--- config.mk ---
export PLATFORM = sky130hd
export DESIGN_NAME = vmx_ctrl
export DESIGN_NICKNAME = d
export VERILOG_FILES = /design/src/sv/vmx_pkg.sv /design/src/sv/vmx_ctrl.sv
export SDC_FILE = /design/constraint.sdc
export NUM_CORES = 1
export LEC_CHECK = 0
export BUFFER_PORTS_ARGS = -buffer_cell sky130_fd_sc_hd__buf_2
export CELL_PAD_IN_SITES_DETAIL_PLACEMENT = 1
export CELL_PAD_IN_SITES_GLOBAL_PLACEMENT = 1
export CORE_MARGIN = 4
export CORE_UTILIZATION = 34
export DETAILED_ROUTE_END_ITERATION = 10
export PLACE_DENSITY_LB_ADDON = 0.1
export SYNTH_ARGS = -nofsm -noshare
export SYNTH_HDL_FRONTEND = slang
export SYNTH_SLANG_ARGS = --single-unit
--- constraint.sdc ---
create_clock -name i_clk -period 1.35 [get_ports i_clk]
set_input_delay 0.0675 -clock i_clk [delete_from_list [all_inputs] [get_ports i_clk]]
set_output_delay 0.0675 -clock i_clk [all_outputs]
set_load 0.1 [all_outputs]
--- src/sv/vmx_pkg.sv ---
`default_nettype none
package vmx_pkg;

    localparam int MemBytes     = 4096;
    localparam int AddrW        = 12;
    localparam int StackDepth   = 16;
    localparam int SpW          = 4;
    localparam int ScreenWidth  = 64;
    localparam int ScreenHeight = 32;
    localparam int PixW         = 11;
    localparam int ColW         = 6;
    localparam int RowW         = 5;
    localparam logic [AddrW-1:0] PcStart = 12'h200;

    typedef enum logic [1:0] {
        CMD_WRITE = 2'd0,
        CMD_READ  = 2'd1,
        CMD_PIXEL = 2'd2,
        CMD_EXEC  = 2'd3
    } t_cmd;

    typedef struct packed {
        logic [1:0]  cmd;
        logic [11:0] address;
        logic [7:0]  write_data;
        logic [10:0] pixel_index;
        logic [7:0]  random_value;
    } t_in_item;

    typedef struct packed {
        logic [7:0]  read_data;
        logic        pixel_value;
        logic [11:0] program_counter;
        logic [15:0] executed_opcode;
        logic        draw_done;
        logic        beep;
        logic        unknown_opcode;
    } t_out_item;

    typedef enum logic [4:0] {
        ST_CLEAR,
        ST_IDLE,
        ST_MEMRD,
        ST_PIXRD,
        ST_FETCH_HI,
        ST_FETCH_LO,
        ST_DECODE,
        ST_DRAW_ROW,
        ST_DRAW_PIX,
        ST_DRAW_WR,
        ST_BCD,
        ST_BLK_ST,
        ST_BLK_LD_RD,
        ST_BLK_LD_WR,
        ST_FINISH,
        ST_REPLY
    } t_state;

    // Commands from the controller to the datapath.
    typedef enum logic [4:0] {
        OP_NONE,
        OP_CLEAR,
        OP_LATCH,
        OP_MEM_WRITE,
        OP_MEM_READ,
        OP_PIX_READ,
        OP_FETCH_HI,
        OP_FETCH_LO,
        OP_DECODE,
        OP_DRAW_ROW,
        OP_DRAW_PIX,
        OP_DRAW_WR,
        OP_BCD,
        OP_BLK_ST,
        OP_BLK_LD_RD,
        OP_BLK_LD_WR,
        OP_FINISH,
        OP_REPLY
    } t_dp_op;

    typedef enum logic [1:0] {
        NX_DONE,
        NX_DRAW,
        NX_BCD,
        NX_BLK
    } t_next_kind;

    typedef struct packed {
        t_dp_op op;
    } t_dp_cmd;

    typedef struct packed {
        logic       clear_done;
        t_next_kind kind;
        logic       blk_store;
        logic       row_last;
        logic       pix_last;
        logic       step_last;
    } t_dp_status;

endpackage
`default_nettype wire

--- src/sv/vmx_ctrl.sv ---
`default_nettype none
module vmx_ctrl
    import vmx_pkg::*;
(
    input  wire logic       i_clk,
    input  wire logic       i_rst_n,
    input  wire logic       i_start,
    input  wire logic [1:0] i_cmd,
    input  wire t_dp_status i_status,
    output t_dp_cmd         o_dp_cmd,
    output logic            o_busy
);

    t_state r_state, n_state;

    always_ff @(posedge i_clk) begin
        if (!i_rst_n) begin
            r_state <= ST_CLEAR;
        end else begin
            r_state <= n_state;
        end
    end

    always_comb begin
        n_state = r_state;
        case (r_state)
            ST_CLEAR:     if (i_status.clear_done) n_state = ST_IDLE;
            ST_IDLE: begin
                if (i_start) begin
                    case (t_cmd'(i_cmd))
                        CMD_WRITE: n_state = ST_REPLY;
                        CMD_READ:  n_state = ST_MEMRD;
                        CMD_PIXEL: n_state = ST_PIXRD;
                        default:   n_state = ST_FETCH_HI;
                    endcase
                end
            end
            ST_MEMRD:     n_state = ST_REPLY;
            ST_PIXRD:     n_state = ST_REPLY;
            ST_FETCH_HI:  n_state = ST_FETCH_LO;
            ST_FETCH_LO:  n_state = ST_DECODE;
            ST_DECODE: begin
                case (i_status.kind)
                    NX_DRAW: n_state = i_status.row_last ? ST_FINISH : ST_DRAW_ROW;
                    NX_BCD:  n_state = ST_BCD;
                    NX_BLK:  n_state = i_status.blk_store ? ST_BLK_ST : ST_BLK_LD_RD;
                    default: n_state = ST_FINISH;
                endcase
            end
            ST_DRAW_ROW:  n_state = ST_DRAW_PIX;
            ST_DRAW_PIX:  n_state = ST_DRAW_WR;
            ST_DRAW_WR: begin
                if (i_status.pix_last) begin
                    n_state = i_status.row_last ? ST_FINISH : ST_DRAW_ROW;
                end else begin
                    n_state = ST_DRAW_PIX;
                end
            end
            ST_BCD:       if (i_status.step_last) n_state = ST_FINISH;
            ST_BLK_ST:    if (i_status.step_last) n_state = ST_FINISH;
            ST_BLK_LD_RD: n_state = ST_BLK_LD_WR;
            ST_BLK_LD_WR: n_state = i_status.step_last ? ST_FINISH : ST_BLK_LD_RD;
            ST_FINISH:    n_state = ST_REPLY;
            ST_REPLY:     n_state = ST_IDLE;
            default:      n_state = ST_IDLE;
        endcase
    end

    always_comb begin
        o_dp_cmd.op = OP_NONE;
        o_busy      = 1'b1;
        case (r_state)
            ST_CLEAR:     o_dp_cmd.op = OP_CLEAR;
            ST_IDLE: begin
                o_busy = 1'b0;
                if (i_start) begin
                    o_dp_cmd.op = (t_cmd'(i_cmd) == CMD_WRITE) ? OP_MEM_WRITE : OP_LATCH;
                end
            end
            ST_MEMRD:     o_dp_cmd.op = OP_MEM_READ;
            ST_PIXRD:     o_dp_cmd.op = OP_PIX_READ;
            ST_FETCH_HI:  o_dp_cmd.op = OP_FETCH_HI;
            ST_FETCH_LO:  o_dp_cmd.op = OP_FETCH_LO;
            ST_DECODE:    o_dp_cmd.op = OP_DECODE;
            ST_DRAW_ROW:  o_dp_cmd.op = OP_DRAW_ROW;
            ST_DRAW_PIX:  o_dp_cmd.op = OP_DRAW_PIX;
            ST_DRAW_WR:   o_dp_cmd.op = OP_DRAW_WR;
            ST_BCD:       o_dp_cmd.op = OP_BCD;
            ST_BLK_ST:    o_dp_cmd.op = OP_BLK_ST;
            ST_BLK_LD_RD: o_dp_cmd.op = OP_BLK_LD_RD;
            ST_BLK_LD_WR: o_dp_cmd.op = OP_BLK_LD_WR;
            ST_FINISH:    o_dp_cmd.op = OP_FINISH;
            ST_REPLY:     o_dp_cmd.op = OP_REPLY;
            default:      o_dp_cmd.op = OP_NONE;
        endcase
    end

endmodule
`default_nettype wire

==> results of run 1 <==
-- cell families (layout without fill, tap and decap cells) --
kind of cell / count (synthesis) / count (layout) / synth area share
compound gates: 28 / 28 / 0.341
simple gates: 27 / 27 / 0.275
buf+inv: 12 / 42 / 0.147
flops: 4 / 4 / 0.141
fa+ha+maj: 3 / 3 / 0.0659
xor+xnor: 2 / 2 / 0.0308
-- final timing paths --
check                   from          to  depth (start not counted)
setup / recovery  r_state[2]  r_state[2]                          5
hold / removal       i_rst_n  r_state[0]                          3
setup reg to reg  r_state[2]  r_state[2]                          5
hold reg to reg   r_state[2]  r_state[3]                          2
-- routing by layer --
| layer | vias to the layer above | global-route usage |
|---|---|---|
| li1 | 337 | - |
| met1 | 360 | 0.188 |
| met2 | 21 | 0.272 |
| met3 | 2 | 0.0214 |
| met4 | 0 | 0.0135 |
| met5 | - | 0 |
-- power by group through the flow --
stage | clock [mW] | combinational [mW] | sequential (mW)
2_1_floorplan | 0 | 0.210 | 0.133
3_3_place_gp | 0 | 0.319 | 0.134
3_5_place_dp | 0 | 0.321 | 0.134
4_1_cts | 0.175 | 0.343 | 0.129
5_1_grt | 0.183 | 0.382 | 0.134
6_report | 0.174 | 0.362 | 0.134
-- tightest hold or removal path: cells and delay by family --
kind	cells	cell delay [ps]
AO/OA/AOI/OAI	2	110
buffers and inverters	1	130
-- cells in the final DEF, fill, tap and decap left out, types with 2 or more instances in the layout --
cell type,n
nand3_1,2
a211oi_1,2
buf_2,11
o21ai_0,5
buf_4,10
a21oi_1,4
nand2_1,4
nand2b_1,3
a31oi_1,2
o21a_1,2
nor3_1,3
inv_1,4
dfxtp_4,4
buf_12,6
ha_1,3
clkbuf_4,3
inv_2,2
buf_6,4
nor2_1,3
-- layout make-up --
class | count | area, um2
multi-input cells | 60 | 497
well taps | 16 | 20.0
fillers | 186 | 579
flip-flops and latches | 4 | 95.1
repair buffers | 31 | 295
clock buffers | 4 | 26.3
inverters | 7 | 28.8
-- metrics by stage --
step / total power, mW / cells
global placement: 0.452 / 115
global route: 0.699 / 122
finish: 0.669 / 122
floorplan: 0.344 / 76
detailed placement: 0.455 / 115
CTS: 0.648 / 120
-- what timing repair did --
| action | CTS | global route |
|---|---|---|
| hold buffers | 0 | 0 |
| endpoints found under the setup margin | 6 | 9 |
| pin swaps | 1 | 3 |
| resized for setup | 12 | 11 |
| hold endpoints to repair | 0 | 0 |
| buffers inserted | 1 | 2 |
==> run metrics, run 1 <==
final period utilization=1.04; Worst slew margin=0.752; Most used DFF post-synth=dfxtp_1; failing checks=negative setup slack; worst slack at placement=-17.0 ps; VDD IR max=0.390 mV; worst-case clock buffer depth=2; placed inst area=830 um2; CP Class=reg -> reg; slowest CP cell=dfxtp_4; Root Buffer=clkbuf_4; post-DP HPWL=1410 um; Internal=0.382 mW; TritonRoute pass-1 iters=4; core area=1540 um2; Final Skew=10.4 ps; met3 routed WL=109 um; yosys warns=0; switching pwr=0.287 mW; via count=720; Worst-Skew Late Latency=250 ps; uppermost layer routed=met4; slowest stage delay, CP=400 ps; Seq pwr share=0.200; hold_ws=104 ps; Avg Cell Area, Syn=7.49 um2; M1 WL=860 um; cell leakage power=0.409 nW; status=complete, but fails checks; Slew Limit Fails=0; full die area=2390 um2; drt initial violations=15; Final Worst Setup Slack=-55.6 ps; first-pass GRT wire length=2930 um; fin crit period=1410 ps; Synth top cells by count=o21ai_0 (6), inv_1 (5), nand2_1 (5); fraction of registers with async set/reset=0; Max Cap Viol=0; die width=48.9 um; CP bufs+invs=1; H-tree Lvls=1; Synth area leader=dfxtp_1; DRC=0; post-synth cell types=38; Setup crit start kind=flop; vias per inst=5.90; CP required=1490 ps; register area share after synthesis=0.141; crit-path leading delay family=simple AND/OR/NAND/NOR gates; Die Span Y=48.9 um; register-to-register setup slack=-60 ps; number of flip-flops in the largest register=4; crit path max fanout=12; Post-synth EDFFs=0; num rows=14; remaining global-route overflow=0; Cell Chain, Critical Path=buf_4, nand2b_2, a41oi_1, nand2_1, nor3_1; Final Cell Area=962 um2; Antenna Nets Post-Route=0; Setup TNS Final=-55.6 ps; Num CTS Buffers=3; Worst-Margin Slew=371 ps; Layout Nets=122; ant diodes=0; CTS tree=done; Clock Sinks=4; synthesized instance count=76; Combinational Power Share=0.541; CP arrival=1550 ps; most numerous cell in the Yosys netlist=o21ai_0; Area Overhead vs Synth=69.0%; GRT Total Usage=0.148; wire per inst=17.2 um; final weighted congestion in routability-driven placement=0.752; power density of the placed cells=696 nW/um2; largest net degree at the start of global routing=15; most flop-heavy register=r_state; Worst Setup End Kind=flop; initial antenna violation count=0; share of cells above drive strength 1=0.538; power share of the clock group=0.259; class of the worst hold path=in -> reg; final hold viol count=0; I/O pin total=18; final WL=2100 um; IO buf count=17; clock-pin slew on the worst setup and hold paths=40 ps; top flop regs=r_state: 4 flops; Initial Util=0.369; f_max=711 MHz; top cells by area, synth=dfxtp_1 (14%), ha_1 (6.6%), o21ai_0 (5.3%), clkbuf_8 (4.8%), nand2b_1 (4.4%); post-synth top area share=0.141; Switching Fraction=0.429; Mapped Area=569 um2; syn_nets=91; post-synthesis register bit count=4; met2 WL=1120 um; Final setup viols=1; fin util=0.624; unrepaired setup endpoints after global routing=true; number of global-route vias before repair=658
No activity file was read; power rests on OpenSTA's default activity.
==> run 2, diff against run 1 <==
--- a/config.mk
+++ b/config.mk
@@ -5,11 +5,12 @@
 export SDC_FILE = /design/constraint.sdc
 export NUM_CORES = 1
 export LEC_CHECK = 0
-export BUFFER_PORTS_ARGS = -buffer_cell sky130_fd_sc_hd__buf_2
+export ABC_AREA = 1
+export BUFFER_PORTS_ARGS = -buffer_cell sky130_fd_sc_hd__clkbuf_2
 export CELL_PAD_IN_SITES_DETAIL_PLACEMENT = 1
 export CELL_PAD_IN_SITES_GLOBAL_PLACEMENT = 1
 export CORE_MARGIN = 4
-export CORE_UTILIZATION = 34
+export CORE_UTILIZATION = 31
 export DETAILED_ROUTE_END_ITERATION = 10
 export PLACE_DENSITY_LB_ADDON = 0.1
 export SYNTH_ARGS = -nofsm -noshare
==> constraint.sdc (replaced) <==
create_clock -name i_clk -period 1.5 [get_ports i_clk]
set_input_delay 0.075 -clock i_clk [delete_from_list [all_inputs] [get_ports i_clk]]
set_output_delay 0.075 -clock i_clk [all_outputs]
set_load 0.1 [all_outputs]
==> run metrics, run 2 <==
status=finished clean (was complete, but fails checks); crit path max fanout=8 (was 12); final hold viol count=0 (unchanged); Num CTS Buffers=3 (unchanged); Post-synth EDFFs=0 (unchanged); core area=1730 um2 (was 1540 um2); synthesized instance count=108 (was 76); post-synth top area share=0.232 (was 0.141); Final Skew=0.793 ps (was 10.4 ps); CP Class=reg -> out (was reg -> reg); num rows=15 (was 14); CTS Hold Buffers Added=0 (unchanged); H-tree Lvls=1 (unchanged); CP arrival=1350 ps (was 1550 ps); share of cells above drive strength 1=0.273 (was 0.538); fraction of registers with async set/reset=0 (unchanged); Mapped Area=566 um2 (was 569 um2); via count=749 (was 720); Root Buffer=clkbuf_4 (unchanged); CP required=1420 ps (was 1490 ps); full die area=2570 um2 (was 2390 um2); syn_nets=123 (was 91); most flop-heavy register=r_state (unchanged); TritonRoute pass-1 iters=4 (unchanged); top flop regs=r_state: 4 flops (unchanged); Synth area leader=nand2_1 (was dfxtp_1); I/O pin total=18 (unchanged); number of global-route vias before repair=768 (was 658); Worst-Margin Slew=539 ps (was 371 ps); GRT Total Usage=0.168 (was 0.148); Cell Chain, Critical Path=inv_1, nor2_4, nand2_4, clkbuf_2 (was buf_4, nand2b_2, a41oi_1, nand2_1, nor3_1); Layout Nets=145 (was 122); yosys warns=0 (unchanged); post-synthesis register bit count=4 (unchanged); first-pass GRT wire length=3320 um (was 2930 um); unrepaired setup endpoints after global routing=true (unchanged); Worst slew margin=0.642 (was 0.752); most used cells in the layout excluding fill and tap cells=nand2_1 (33), inv_1 (16), nor2_1 (13), clkbuf_2 (12), nand3_1 (9) (was buf_2 (11), buf_4 (10), buf_12 (6), o21ai_0 (5)); slowest CP cell=clkbuf_2 (was dfxtp_4); final WL=1920 um (was 2100 um); Final setup viols=0 (was 1); drt initial violations=20 (was 15); commonest non-fill, non-tap cell in the layout=nand2_1 (was buf_2); most numerous cell in the Yosys netlist=nand2_1 (was o21ai_0); Die Span Y=50.7 um (was 48.9 um); post-CTS setup buffers=0 (was 1); Synth top cells by count=nand2_1 (35), inv_1 (17), nor2_1 (14) (was o21ai_0 (6), inv_1 (5), nand2_1 (5)); Worst-Skew Late Latency=230 ps (was 250 ps); register area share after synthesis=0.142 (was 0.141); Clock Sinks=4 (unchanged); remaining global-route overflow=0 (unchanged); Setup crit start kind=flop (unchanged); IO buf count=17 (unchanged); number of flip-flops in the largest register=4 (unchanged); post-DP HPWL=1630 um (was 1410 um); Initial Util=0.328 (was 0.369); initial antenna violation count=0 (unchanged); Worst Setup End Kind=output pin (was flop); vias per inst=4.90 (was 5.90); Avg Cell Area, Syn=5.24 um2 (was 7.49 um2); DRC=0 (unchanged); Most used DFF post-synth=dfxtp_1 (unchanged); clock-pin slew on the worst setup and hold paths=40 ps (about the same); class of the worst hold path=in -> reg (unchanged); Area Overhead vs Synth=43.1% (was 69.0%); Antenna Nets Post-Route=0 (unchanged); hold_ws=111 ps (was 104 ps); post-synth cell types=20 (was 38); top cells by area, synth=nand2_1 (23%), dfxtp_1 (14%), inv_1 (11%), nor2_1 (9.3%), nand3_1 (8.8%) (was dfxtp_1 (14%), ha_1 (6.6%), o21ai_0 (5.3%), clkbuf_8 (4.8%), nand2b_1 (4.4%)); wire per inst=12.5 um (was 17.2 um); largest net degree at the start of global routing=10 (was 15); Slew Limit Fails=0 (unchanged); f_max=701 MHz; Setup TNS Final=0 ps (was -55.6 ps); Max Cap Viol=0 (unchanged); fin crit period=1430 ps; CTS tree=done (unchanged); Filler Cell Count=252 (was 186); ant diodes=0 (unchanged); die width=50.7 um (was 48.9 um); final weighted congestion in routability-driven placement=0.812 (was 0.752); worst-case clock buffer depth=2 (unchanged); slowest stage delay, CP=380 ps (was 400 ps); final period utilization=0.951
-- run 2: timing repair --
action,in CTS,in global routing
resized for setup,1,5
endpoints found under the setup margin,1,5
cloned,0,0
-- run 2: kinds of logic (layout without fill, tap and decap cells) --
kind of cell | after synthesis | after routing | synth area share
buffers and inverters | 19 | 39 | 0.133
DFF | 4 | 4 | 0.142
adders and majority gates | 3 | 3 | 0.0664
and+or+nand+nor | 70 | 70 | 0.546
AOI/OAI and AO/OA | 12 | 12 | 0.113
-- run 2: worst max-delay path: cells and delay by family, from the launching register on --
kind / cells / cell delay, ps
buffers and inverters: 2 / 490
DFF: 1 / 330
and+or+nand+nor: 2 / 300
-- run 2: metrics by stage --
step / cell area, um2 / std cells / worst slack (ps) / utilization
5_1_grt: 810 / 153 / -15.2 / 0.469
3_5_place_dp: 769 / 150 / 120 / 0.446
4_1_cts: 797 / 153 / 58.0 / 0.462
2_1_floorplan: 594 / 108 / -515 / -
3_3_place_gp: 769 / 150 / 136 / 0.446
6_report: 810 / 153 / 73.4 / 0.469
-- run 2: routing by layer --
| metal | up-vias | wire length [um] | track usage |
|---|---|---|---|
| li1 | 384 | - | - |
| met2 | 20 | 903 | 0.289 |
| met5 | - | 0 | 0 |
| met3 | 6 | 50 | 0.0326 |
| met4 | 0 | 44 | 0.0673 |
| met1 | 339 | 922 | 0.203 |
-- run 2: cell type report --
cell class	count	area [um2]	share of cell area
clock buffer	3	22.5	0.0278
inverter	18	70.1	0.0866
multi-input combinational	85	444	0.549
sequential	4	86.3	0.107
tap	25	31.3	0.0386
timing repair buffer	18	155	0.192
-- run 2: final timing paths --
kind	cells past startpoint	start	endpoint	slack (ps)
setup / recovery	4	r_state[0]	o_busy	70
hold / removal	3	i_rst_n	r_state[0]	110
setup reg to reg	7	r_state[3]	r_state[0]	190
hold reg to reg	2	r_state[1]	r_state[3]	670
Power of run 2 is left out: the tool's default activity adds up to more than one toggle a clock period on the data nets, which glitch-free logic cannot reach.
